`config.mk`:
```
export PLATFORM = sky130hd
export DESIGN_NAME = worst_fit_block_allocator
export DESIGN_NICKNAME = d
export VERILOG_FILES = /design/src/wfba_pkg.sv /design/src/wfba_ctrl.sv /design/src/wfba_datapath.sv /design/src/worst_fit_block_allocator.sv
export VERILOG_INCLUDE_DIRS = /design/src /design/src/src
export SDC_FILE = /design/constraint.sdc
export NUM_CORES = 1
export LEC_CHECK = 0
export ABC_AREA = 1
export BUFFER_PORTS_ARGS = -buffer_cell sky130_fd_sc_hd__buf_2
export CAP_MARGIN = 15
export CELL_PAD_IN_SITES_DETAIL_PLACEMENT = 0
export CELL_PAD_IN_SITES_GLOBAL_PLACEMENT = 1
export CORE_MARGIN = 1.5
export CORE_UTILIZATION = 50
export DETAILED_ROUTE_END_ITERATION = 10
export PLACE_DENSITY = 0.86
export SKIP_CTS_REPAIR_TIMING = 1
export SKIP_LAST_GASP = 1
export SYNTH_ARGS = -nofsm -noshare
export SYNTH_HDL_FRONTEND = slang
export SYNTH_HIERARCHICAL = 1
export SYNTH_SLANG_ARGS = --single-unit
```
`constraint.sdc`:
```
create_clock -name clock -period 5.6 [get_ports clock]
set_input_delay 0.28 -clock clock [delete_from_list [all_inputs] [get_ports clock]]
set_output_delay 0.28 -clock clock [all_outputs]
set_load 0.02 [all_outputs]
```
`src/worst_fit_block_allocator_assert.svh`:
```
// ----------------------------------------------------------------------------
// Worst-fit block allocator assertion macros
// Shared concurrent assertion forms used by the allocator modules.
// ----------------------------------------------------------------------------
`ifndef WORST_FIT_BLOCK_ALLOCATOR_ASSERT_SVH
`define WORST_FIT_BLOCK_ALLOCATOR_ASSERT_SVH

// same-cycle implication, disabled during reset
`define WFBA_ASSERT_SAME(label, clk, rst, ante, cons, msg) \
   label: assert property (@(posedge clk) disable iff (rst) (ante) |-> (cons)) \
      else $error(msg);

// next-cycle implication, disabled during reset
`define WFBA_ASSERT_NEXT(label, clk, rst, ante, cons, msg) \
   label: assert property (@(posedge clk) disable iff (rst) (ante) |=> (cons)) \
      else $error(msg);

`endif

```
`src/wfba_pkg.sv`:
```
// ----------------------------------------------------------------------------
// wfba_pkg
// Types and codes shared by the worst-fit allocator controller and datapath.
// ----------------------------------------------------------------------------
package wfba_pkg;

   // fixed field widths of the word ports
   localparam int SIZE_W   = 16;
   localparam int TOTAL_W  = 20;
   localparam int STATUS_W = 2;

   // result status codes
   localparam logic [STATUS_W-1:0] STATUS_LOADED  = 2'd0;
   localparam logic [STATUS_W-1:0] STATUS_GRANTED = 2'd1;
   localparam logic [STATUS_W-1:0] STATUS_WAIT    = 2'd2;
   localparam logic [STATUS_W-1:0] STATUS_FULL    = 2'd3;

   // operation codes
   localparam logic OP_LOAD    = 1'b0;
   localparam logic OP_REQUEST = 1'b1;

   // controller states
   typedef enum logic [2:0] {
      CTL_IDLE,
      CTL_LOAD,
      CTL_SCAN,
      CTL_DRAIN,
      CTL_DECIDE,
      CTL_REPORT
   } ctl_state_type;

   // controller to datapath commands
   typedef struct packed {
      logic capture;    // latch the incoming word, restart the scan
      logic load;       // append a block to the table
      logic scan_read;  // read the next table entry
      logic decide;     // grant or record a waiting request
      logic report;     // register the result word
   } wfba_cmd_type;

   // datapath to controller status
   typedef struct packed {
      logic table_empty;
      logic scan_last;
   } wfba_stat_type;

endpackage

```
`src/wfba_ctrl.sv`:
```
// ----------------------------------------------------------------------------
// wfba_ctrl
// Sequencer for the worst-fit allocator: load, scan, decide and report.
// ----------------------------------------------------------------------------
`include "worst_fit_block_allocator_assert.svh"

module wfba_ctrl (
   input  logic                    clock,
   input  logic                    reset,
   input  logic                    start,
   input  logic                    req_operation,
   input  wfba_pkg::wfba_stat_type stat,
   output wfba_pkg::wfba_cmd_type  cmd,
   output logic                    busy
);
   import wfba_pkg::*;

   ctl_state_type state_ff;
   ctl_state_type state_in;
   logic          accept;

   assign accept = start && (state_ff == CTL_IDLE);

   // state register
   always_ff @(posedge clock) begin
      if (reset) begin
         state_ff <= CTL_IDLE;
      end else begin
         state_ff <= state_in;
      end
   end

   // next state
   always_comb begin
      state_in = state_ff;
      unique case (state_ff)
         CTL_IDLE: begin
            if (accept) begin
               if (req_operation == OP_LOAD) begin
                  state_in = CTL_LOAD;
               end else if (stat.table_empty) begin
                  state_in = CTL_DECIDE;
               end else begin
                  state_in = CTL_SCAN;
               end
            end
         end
         CTL_LOAD: begin
            state_in = CTL_REPORT;
         end
         CTL_SCAN: begin
            if (stat.scan_last) begin
               state_in = CTL_DRAIN;
            end
         end
         CTL_DRAIN: begin
            state_in = CTL_DECIDE;
         end
         CTL_DECIDE: begin
            state_in = CTL_REPORT;
         end
         CTL_REPORT: begin
            state_in = CTL_IDLE;
         end
         default: begin
            state_in = CTL_IDLE;
         end
      endcase
   end

   // commands
   always_comb begin
      cmd           = '0;
      busy          = 1'b1;
      unique case (state_ff)
         CTL_IDLE: begin
            busy        = 1'b0;
            cmd.capture = start;
         end
         CTL_LOAD:   cmd.load      = 1'b1;
         CTL_SCAN:   cmd.scan_read = 1'b1;
         CTL_DRAIN:  cmd           = '0;
         CTL_DECIDE: cmd.decide    = 1'b1;
         CTL_REPORT: cmd.report    = 1'b1;
         default:    cmd           = '0;
      endcase
   end

   `WFBA_ASSERT_NEXT(a_accept_busy, clock, reset, start && !busy, busy, "accepted word did not raise busy")
   `WFBA_ASSERT_SAME(a_scan_nonempty, clock, reset, state_ff == CTL_SCAN, !stat.table_empty, "scan over an empty table")

endmodule

```
`src/wfba_datapath.sv`:
```
// ----------------------------------------------------------------------------
// wfba_datapath
// Block size memory, used marks, scan tracker, running totals and result word.
// ----------------------------------------------------------------------------
`include "worst_fit_block_allocator_assert.svh"

module wfba_datapath #(
   parameter int MAX_BLOCKS = 16,
   parameter int SIZE_BITS  = 16
) (
   input  logic                                  clock,
   input  logic                                  reset,
   input  wfba_pkg::wfba_cmd_type                cmd,
   output wfba_pkg::wfba_stat_type               stat,
   input  logic [wfba_pkg::SIZE_W-1:0]           req_size,
   output logic                                  rsp_valid,
   output logic [wfba_pkg::STATUS_W-1:0]         rsp_status,
   output logic [wfba_pkg::SIZE_W-1:0]           rsp_granted_size,
   output logic [wfba_pkg::TOTAL_W-1:0]          rsp_internal_frag_total,
   output logic [wfba_pkg::TOTAL_W-1:0]          rsp_free_total,
   output logic                                  rsp_external_frag_present
);
   import wfba_pkg::*;

   localparam int ADDR_W = (MAX_BLOCKS > 1) ? $clog2(MAX_BLOCKS) : 1;
   localparam int CNT_W  = $clog2(MAX_BLOCKS + 1);
   localparam int SUM_W  = SIZE_BITS + $clog2(MAX_BLOCKS) + 1;

   // block size memory
   logic [SIZE_BITS-1:0] block_mem [MAX_BLOCKS];
   logic [SIZE_BITS-1:0] rd_data_ff;

   logic [SIZE_BITS+SIZE_W-1:0]  size_wide;
   logic [SIZE_BITS-1:0]         size_val;
   logic [SIZE_BITS-1:0]         req_size_ff, req_size_in;
   logic [CNT_W-1:0]             loaded_ff, loaded_in;
   logic [MAX_BLOCKS-1:0]        used_ff, used_in;
   logic [ADDR_W-1:0]            scan_idx_ff, scan_idx_in;
   logic                         pend_valid_ff, pend_valid_in;
   logic [ADDR_W-1:0]            pend_idx_ff, pend_idx_in;
   logic                         found_ff, found_in;
   logic [ADDR_W-1:0]            best_idx_ff, best_idx_in;
   logic [SIZE_BITS-1:0]         best_size_ff, best_size_in;
   logic [SUM_W-1:0]             frag_sum_ff, frag_sum_in;
   logic [SUM_W-1:0]             alloc_sum_ff, alloc_sum_in;
   logic [SUM_W-1:0]             mem_sum_ff, mem_sum_in;
   logic [SIZE_BITS-1:0]         small_wait_ff, small_wait_in;
   logic                         any_wait_ff, any_wait_in;
   logic [STATUS_W-1:0]          status_ff, status_in;
   logic [SIZE_BITS-1:0]         granted_ff, granted_in;

   logic                         rsp_valid_ff, rsp_valid_in;
   logic [STATUS_W-1:0]          rsp_status_ff, rsp_status_in;
   logic [SIZE_W-1:0]            rsp_granted_ff, rsp_granted_in;
   logic [TOTAL_W-1:0]           rsp_frag_ff, rsp_frag_in;
   logic [TOTAL_W-1:0]           rsp_free_ff, rsp_free_in;
   logic                         rsp_ext_ff, rsp_ext_in;

   logic                         table_full;
   logic [ADDR_W-1:0]            wr_addr;
   logic                         mem_we;
   logic                         better;
   logic                         fit;
   logic [SUM_W-1:0]             free_mem;
   logic [SIZE_BITS+SIZE_W-1:0]  grant_wide;
   logic [SUM_W+TOTAL_W-1:0]     frag_wide;
   logic [SUM_W+TOTAL_W-1:0]     free_wide;

   // incoming size masked to the storage width
   assign size_wide  = {{SIZE_BITS{1'b0}}, req_size};
   assign size_val   = size_wide[SIZE_BITS-1:0];

   assign table_full = (loaded_ff == CNT_W'(MAX_BLOCKS));
   assign wr_addr    = loaded_ff[ADDR_W-1:0];
   assign mem_we     = cmd.load && !table_full;

   // scan compare: first free block strictly larger than the best so far
   assign better = pend_valid_ff && !used_ff[pend_idx_ff]
                   && (!found_ff || (rd_data_ff > best_size_ff));
   assign fit    = found_ff && (best_size_ff >= req_size_ff);

   assign free_mem   = mem_sum_ff - alloc_sum_ff;
   assign grant_wide = {{SIZE_W{1'b0}}, granted_ff};
   assign frag_wide  = {{TOTAL_W{1'b0}}, frag_sum_ff};
   assign free_wide  = {{TOTAL_W{1'b0}}, free_mem};

   assign stat.table_empty = (loaded_ff == '0);
   assign stat.scan_last   = ((CNT_W'(scan_idx_ff) + CNT_W'(1)) == loaded_ff);

   // memory write and registered read
   always_ff @(posedge clock) begin
      if (mem_we) begin
         block_mem[wr_addr] <= req_size_ff;
      end
      rd_data_ff <= block_mem[scan_idx_ff];
   end

   // next values
   always_comb begin
      req_size_in   = req_size_ff;
      loaded_in     = loaded_ff;
      used_in       = used_ff;
      scan_idx_in   = scan_idx_ff;
      pend_valid_in = cmd.scan_read;
      pend_idx_in   = scan_idx_ff;
      found_in      = found_ff;
      best_idx_in   = best_idx_ff;
      best_size_in  = best_size_ff;
      frag_sum_in   = frag_sum_ff;
      alloc_sum_in  = alloc_sum_ff;
      mem_sum_in    = mem_sum_ff;
      small_wait_in = small_wait_ff;
      any_wait_in   = any_wait_ff;
      status_in     = status_ff;
      granted_in    = granted_ff;

      // capture word, restart scan
      if (cmd.capture) begin
         req_size_in = size_val;
         scan_idx_in = '0;
         found_in    = 1'b0;
      end

      if (cmd.scan_read) begin
         scan_idx_in = scan_idx_ff + ADDR_W'(1);
      end

      // track largest free block
      if (better) begin
         found_in     = 1'b1;
         best_idx_in  = pend_idx_ff;
         best_size_in = rd_data_ff;
      end

      // table load
      if (cmd.load) begin
         granted_in = '0;
         if (table_full) begin
            status_in = STATUS_FULL;
         end else begin
            status_in        = STATUS_LOADED;
            used_in[wr_addr] = 1'b0;
            loaded_in        = loaded_ff + CNT_W'(1);
            mem_sum_in       = mem_sum_ff + SUM_W'(req_size_ff);
         end
      end

      // grant or wait
      if (cmd.decide) begin
         if (fit) begin
            status_in            = STATUS_GRANTED;
            granted_in           = best_size_ff;
            used_in[best_idx_ff] = 1'b1;
            frag_sum_in          = frag_sum_ff + SUM_W'(best_size_ff)
                                   - SUM_W'(req_size_ff);
            alloc_sum_in         = alloc_sum_ff + SUM_W'(best_size_ff);
         end else begin
            status_in   = STATUS_WAIT;
            granted_in  = '0;
            any_wait_in = 1'b1;
            if (!any_wait_ff || (req_size_ff < small_wait_ff)) begin
               small_wait_in = req_size_ff;
            end
         end
      end
   end

   // result word
   always_comb begin
      rsp_valid_in   = cmd.report;
      rsp_status_in  = status_ff;
      rsp_granted_in = grant_wide[SIZE_W-1:0];
      rsp_frag_in    = frag_wide[TOTAL_W-1:0];
      rsp_free_in    = free_wide[TOTAL_W-1:0];
      rsp_ext_in     = any_wait_ff && (SUM_W'(small_wait_ff) <= free_mem);
   end

   // control registers
   always_ff @(posedge clock) begin
      if (reset) begin
         loaded_ff     <= '0;
         used_ff       <= '0;
         pend_valid_ff <= 1'b0;
         found_ff      <= 1'b0;
         frag_sum_ff   <= '0;
         alloc_sum_ff  <= '0;
         mem_sum_ff    <= '0;
         small_wait_ff <= '1;
         any_wait_ff   <= 1'b0;
         rsp_valid_ff  <= 1'b0;
      end else begin
         loaded_ff     <= loaded_in;
         used_ff       <= used_in;
         pend_valid_ff <= pend_valid_in;
         found_ff      <= found_in;
         frag_sum_ff   <= frag_sum_in;
         alloc_sum_ff  <= alloc_sum_in;
         mem_sum_ff    <= mem_sum_in;
         small_wait_ff <= small_wait_in;
         any_wait_ff   <= any_wait_in;
         rsp_valid_ff  <= rsp_valid_in;
      end
   end

   // payload registers
   always_ff @(posedge clock) begin
      req_size_ff   <= req_size_in;
      scan_idx_ff   <= scan_idx_in;
      pend_idx_ff   <= pend_idx_in;
      best_idx_ff   <= best_idx_in;
      best_size_ff  <= best_size_in;
      status_ff     <= status_in;
      granted_ff    <= granted_in;
      if (cmd.report) begin
         rsp_status_ff  <= rsp_status_in;
         rsp_granted_ff <= rsp_granted_in;
         rsp_frag_ff    <= rsp_frag_in;
         rsp_free_ff    <= rsp_free_in;
         rsp_ext_ff     <= rsp_ext_in;
      end
   end

   assign rsp_valid                 = rsp_valid_ff;
   assign rsp_status                = rsp_status_ff;
   assign rsp_granted_size          = rsp_granted_ff;
   assign rsp_internal_frag_total   = rsp_frag_ff;
   assign rsp_free_total            = rsp_free_ff;
   assign rsp_external_frag_present = rsp_ext_ff;

   `WFBA_ASSERT_SAME(a_pend_in_table, clock, reset, pend_valid_ff, CNT_W'(pend_idx_ff) < loaded_ff, "scan read beyond loaded blocks")
   `WFBA_ASSERT_NEXT(a_load_count, clock, reset, cmd.load && !table_full, loaded_ff == $past(loaded_ff) + CNT_W'(1), "load did not advance block count")
   `WFBA_ASSERT_SAME(a_alloc_le_mem, clock, reset, 1'b1, alloc_sum_ff <= mem_sum_ff, "granted memory exceeds loaded memory")

endmodule

```
`src/worst_fit_block_allocator.sv`:
```
// ----------------------------------------------------------------------------
// worst_fit_block_allocator
// Worst-fit allocator over a table of fixed memory blocks.
// ----------------------------------------------------------------------------
// Pulse start with a word while busy is low; the word is taken at that edge.
// A load (operation 0) appends one block size to the table, or reports full
// when the table is full, and returns its result word by way of the LOAD and
// REPORT states. A request (operation 1) walks the loaded blocks one per cycle
// through the single read port of the block size memory and takes the largest
// free block if it is large enough; it skips the scan when the table is empty.
// busy stays high until the result word is on the rsp_ ports, which hold it
// for exactly one cycle under rsp_valid; the receiver cannot stall, so it must
// take the word in that cycle. A new word may be started in the cycle that
// carries the previous result. There is no clearing pass after reset.
// ----------------------------------------------------------------------------
module worst_fit_block_allocator #(
   parameter int MAX_BLOCKS = 16,
   parameter int SIZE_BITS  = 16
) (
   input  logic                                  clock,
   input  logic                                  reset,
   input  logic                                  start,
   output logic                                  busy,
   input  logic                                  req_operation,
   input  logic [wfba_pkg::SIZE_W-1:0]           req_size,
   output logic                                  rsp_valid,
   output logic [wfba_pkg::STATUS_W-1:0]         rsp_status,
   output logic [wfba_pkg::SIZE_W-1:0]           rsp_granted_size,
   output logic [wfba_pkg::TOTAL_W-1:0]          rsp_internal_frag_total,
   output logic [wfba_pkg::TOTAL_W-1:0]          rsp_free_total,
   output logic                                  rsp_external_frag_present
);
   import wfba_pkg::*;

   wfba_cmd_type  cmd;
   wfba_stat_type stat;

   // sequencer
   wfba_ctrl u_ctrl (
      .clock         (clock),
      .reset         (reset),
      .start         (start),
      .req_operation (req_operation),
      .stat          (stat),
      .cmd           (cmd),
      .busy          (busy)
   );

   // table, scan and totals
   wfba_datapath #(
      .MAX_BLOCKS (MAX_BLOCKS),
      .SIZE_BITS  (SIZE_BITS)
   ) u_datapath (
      .clock                     (clock),
      .reset                     (reset),
      .cmd                       (cmd),
      .stat                      (stat),
      .req_size                  (req_size),
      .rsp_valid                 (rsp_valid),
      .rsp_status                (rsp_status),
      .rsp_granted_size          (rsp_granted_size),
      .rsp_internal_frag_total   (rsp_internal_frag_total),
      .rsp_free_total            (rsp_free_total),
      .rsp_external_frag_present (rsp_external_frag_present)
   );

endmodule

```
# Yosys cells after proc, flatten, opt, wreduce, memory -nomap -nowiden

Memories as Yosys holds them, arrays and structs flattened. A register that Yosys moved wholly into a read port is not among the register bits.
Index checks and enable logic that the tools add are counted.

Bits in registers: 228
Bits in writable memories: 256
Bits of input ports: 20
Output and inout bits: 61
Memories: 1

Add/sub/neg operators: 8
Order comparisons: 9
Eq/ne operators: 9
Muxes and demuxes: 34
Bitwise logic cells: 5
Reduce and logical (&&, ||, !) cells: 25

Memory list:

| name                 | depth | bits a word | rd ports | clocked after memory_dff | write ports | RTL line            | text |
|---|---|---|---|---|---|---|---|
| u_datapath.block_mem | 16    | 16          | 1        | 1                        | 1           | wfba_datapath.sv:30 | `logic [SIZE_BITS-1:0] block_mem [MAX_BLOCKS];` |

Operator list:

| kind                 | count |
|---|---|
| $mux W16             | 7 |
| $add A21 B16 Y21     | 3 |
| $le A16 B21 Y1       | 1 |
| $sub A21 B16 Y21     | 1 |
| $sub A21 B21 Y21     | 1 |
| $and A16 B16 Y16     | 1 |
| $ge A16 B16 Y1       | 1 |
| $gt A16 B16 Y1       | 1 |
| $lt A16 B16 Y1       | 1 |
| $not A16 Y16         | 1 |
| $or A16 B16 Y16      | 1 |
| $lt A4 B5 Y1 const B | 3 |
| $mux W1              | 13 |
| $mux W3              | 4 |
| $pmux W3 S4          | 1 |
| $demux W1 S4         | 2 |
| $ge A4 B1 Y1 const B | 2 |
| $logic_and A1 B1 Y1  | 8 |
| $mux W2              | 4 |
| $mux W4              | 2 |
| $reduce_and A2 Y1    | 4 |
| $eq A3 B2 Y1 const B | 2 |
| $eq A3 B3 Y1 const B | 2 |
| $reduce_bool A2 Y1   | 3 |
| 16 further kinds     | 21 |

# Longest topological paths before layout

Word-level depth: 11
Depth in mapped cells: 26
Mapped depth without buffers: 26

# Hierarchy

Netlist, hierarchy kept.

Modules (own cells, without submodules):

| module        | instances | cells an instance | area an instance (µm²) |
|---|---|---|---|
| wfba_datapath | 1         | 2407              | 24329.6 |
| wfba_ctrl     | 1         | 41                | 242.7 |

# Worst setup path after synthesis

Ideal clock, no wire load.

Path type: register -> register
From: register u_ctrl.state_ff[0]
To: register u_datapath.rsp_ext_ff (netlist: u_datapath/rsp_external_frag_present) (enable)
Library setup time: 551 ps
Arrival time: 4527 ps
Required time: 5049 ps
Path slack: 522 ps
Cell stages (with the launch flop): 3
Path buffers: 0
Cell sequence: dfxtp_1 -> inv_2 -> nor3_1

RTL lines:

| item                   | RTL line             | text |
|---|---|---|
| start, declared        | wfba_ctrl.sv:18      | `ctl_state_type state_ff;` |
| start signal, assigned | wfba_ctrl.sv:29      | `state_ff <= state_in;` |
| end signal, assigned   | wfba_datapath.sv:219 | `rsp_ext_ff <= rsp_ext_in;` |
| end, declared          | wfba_datapath.sv:57  | `logic rsp_ext_ff, rsp_ext_in;` |

# Final worst setup path

From: register u_datapath.loaded_ff[0]
To: memory u_datapath.block_mem[6][4] (enable)

Word-level cells in the longest chain between the ends: 5

RTL lines:

| item                          | RTL line             | text |
|---|---|---|
| start, declared               | wfba_datapath.sv:36  | `logic [CNT_W-1:0] loaded_ff, loaded_in;` |
| start signal, assigned        | wfba_datapath.sv:192 | `loaded_ff <= loaded_in;` |
| $eq A5 B5 Y1                  | wfba_datapath.sv:73  | `assign table_full = (loaded_ff == CNT_W'(MAX_BLOCKS));` |
| $logic_not A1 Y1              | wfba_datapath.sv:75  | `assign mem_we = cmd.load && !table_full;` |
| $logic_and A1 B1 Y1           | wfba_datapath.sv:75  |  |
| $mux W1                       | wfba_datapath.sv:92  | `if (mem_we) begin` |
| $mux W1 (not written as such) | wfba_datapath.sv:93  | `block_mem[wr_addr] <= req_size_ff;` |
| end, declared                 | wfba_datapath.sv:30  |  |

Parallel ways exist; a longest one is shown, timed or not.

==> out/results.ini <==
[run_status]
status = finished, final reports clean

[grt]
track_usage_pct = 27.0
grt_pass1_wl_um = 103000
grt_max_degree = 81
antenna_found_initial = 1
grt_pass1_vias = 17788
grt_overflow = 0

[logic_synthesis]
synth_cell_types = 49
synth_edf_count = 373
ys_async_sr_fraction_pct = 0
ys_warn_count = 6
synth_top_area_share_pct = 45.6
yosys-top-cells-area = edfxtp_1 46%, dfxtp_1 10%, ha_1 7.1%, nand2_1 6.3%, inv_1 4.2%
synth_ff_type = edfxtp_1
yosysTopAreaCell = edfxtp_1
ys_ff_latch = 499
syn-instance-count = 2448
synthTopCellsByCount = 413 x nand2_1, 373 x edfxtp_1, 277 x inv_1
syn_nets = 2627
ys_seq_area_share_pct = 55.8
synth_most_common_cell = nand2_1
postSynthAreaPerCell_sq_um = 10.0
netlist_area_sq_um = 24600

[detailed_routing]
drtIter0Drc = 1719
routedWlPerCell_um = 20.7
num_vias = 18463
vias_per_cell = 5.65
drc_errors = 0
drt-pass1-iter-count = 5
ant_nets = 0
drt_wl_total_um = 67500

[hold_path]
hold_class = input pin to register
min_path_cells = 5
min-delay-start = req_operation
holdPathEnd = u_ctrl/state_ff[2]

[critical_path]
worst_ep_arrival_time_ps = 3640
cp_max_fo = 32
start_kind = register
startpoint = u_datapath/loaded_ff[0]
reg2reg_depth = 11
r2r_start = u_datapath/loaded_ff[0]
crit_type = register to register
rr_endpoint = u_datapath/block_mem[6][4]
r2r_slack_ps = 2240
worst_setup_path_end_kind = register
cp.required_ps = 5880

[timing]
report.final.slew_viol_count = 0
setup_violations = 0
rsz0062_at_grt = no
slew_headroom_pct = 27.9
period_share_pct = 60.0
fmax_mhz = 298
tightest_slew_ps = 1080
finalCriticalPeriod_ps = 3360
skew_ps = 29.7
final_hold_viol_count = 0
setup-tns-final_ps = 0

[floorplan]
start_util_pct = 50.4
fp-row-count = 81
ioPinCount = 81
dieArea_sq_um = 50500
die_h_um = 225
fp.dieW_um = 225
core_area_sq_um = 48700

[pwr]
power_mw = 15.0
power.density_nw_per_um2 = 542
p_leak_nw = 11.5
ir_drop_mv = 0.355

[clock_network]
clock_latency_ps = 630
cts_tree = built
cts_sinks = 499
cts_made_buffers = 53
path_clk_slew_ps = 60
cts-root-buf = clkbuf_16
htreeDepth = 2
clockBufferDepth = 3

[finish]
nets = 2740
drive_above_1_share_pct = 9.10
area_delta_synth_final_pct = 12.6

[place]
io_buffer_count = 80
hpwl_um = 45600
globalplace.congestion = 0.908

[job]
cap_viol_max_count = 0

==> metrics by stage <==
stage               cells  hold slack [ps]  cell area [sq um]  setup WS, ps  util [%]
detailed placement   3154              407              25800          2310      52.8
global placement     3154              408              25800          2270      52.8
finish               3269             40.3              27700          2240      56.7
floorplan            2448              343              24600           522         -
CTS                  3252             -201              27500          2250      56.4
global route         3268             53.3              27700          1870      56.7
==> registers in the layout, indices dropped and copies added, names as in the netlist, 2 cells and up <==
register and count:
u_datapath/granted_ff 16, u_ctrl/state_ff 3, u_datapath/loaded_ff 5, u_datapath/best_size_ff 16
u_datapath/used_ff 16, u_datapath/rsp_status_in 2, u_datapath/pend_idx_ff 4, u_datapath/rd_data_ff 16
u_datapath/mem_sum_ff 21, u_datapath/req_size_ff 16, u_datapath/best_idx_ff 4, u_datapath/rsp_free_total 20
u_datapath/rsp_internal_frag_total 20, u_datapath/frag_sum_ff 20, u_datapath/rsp_status 2, u_datapath/rsp_granted_size 16
u_datapath/pend_idx_in 4, u_datapath/alloc_sum_ff 21, u_datapath/small_wait_ff 16, u_datapath/block_mem 256
==> cell usage in the layout (no fill, tap or decap), drive strengths merged, types with 7 or more instances in the layout <==
master,synthesis,routed
o32ai,7,7
a21oi,175,175
o21ai,167,167
ha,140,140
nor3,8,8
xor2,42,42
o21bai,7,7
nor2,274,274
clkinv,0,22
o221ai,55,55
xnor2,11,11
dlygate4sd3,0,16
fa,19,19
o211ai,12,12
nand2,418,418
inv,283,287
buf,41,125
nand4,34,34
a21o,7,7
nand3b,14,14
nand3,109,109
dfxtp,126,126
clkbuf,42,63
mux2i,54,54
edfxtp,373,373
==> cell families after synthesis <==
kind of cell    Yosys count  share of synthesized area (%)
buf+inv                 366                           5.93
mux                      54                           2.20
fa+ha+maj               159                           8.68
simple gates            866                           14.8
compound gates          451                           10.7
xor+xnor                 53                           1.89
flops                   499                           55.8
==> layer usage <==
layer / share of wire, % / GRT usage, % / up-vias
met2: 46 / 43.9 / 729
met5: 0 / 0 / -
met3: 7.8 / 3.89 / 123
li1: - / - / 8705
met1: 43 / 37.1 / 8906
met4: 3.4 / 9.11 / 0
==> worst max path at each step <==
stage	endpoint	slack, ps	cells past startpoint
detailed placement	u_datapath/rsp_external_frag_present	2310	22
global placement	u_datapath/rsp_external_frag_present	2270	22
CTS	u_datapath/rsp_external_frag_present	2250	22
finish	u_datapath/block_mem[6][4]	2240	11
floorplan	u_datapath/rsp_external_frag_present	520	2
global route	u_datapath/rsp_external_frag_present	1870	25
==> power breakdown <==
part	total (mW)	switching [mW]	internal (mW)
registers	5.11	0.381	4.72
clock network	3.54	1.50	2.04
logic	6.34	4.29	2.05
==> area by class of cell <==
class / instances / area [sq um]
Sequential cell: 499 / 13700
Timing Repair Buffer: 141 / 898
Fill cell: 4103 / 21100
Clock inverter: 35 / 373
Antenna cell: 1 / 2.50
Clock buffer: 63 / 1370
Inverter: 283 / 1060
Multi-Input combinational cell: 1583 / 9400
Tap cell: 664 / 831
==> critical path, cell delays in order (launching register included) <==
cell and delay, ps:
dfxtp_1 400, inv_1 130, ha_1 300, inv_1 100, nor2_2 50, nand2_1 230
nand2_1 80, buf_4 240, inv_2 500, nand2_1 410, nor2_1 200, buf_4 340
Note: power is estimated with default switching activity, not from simulation.
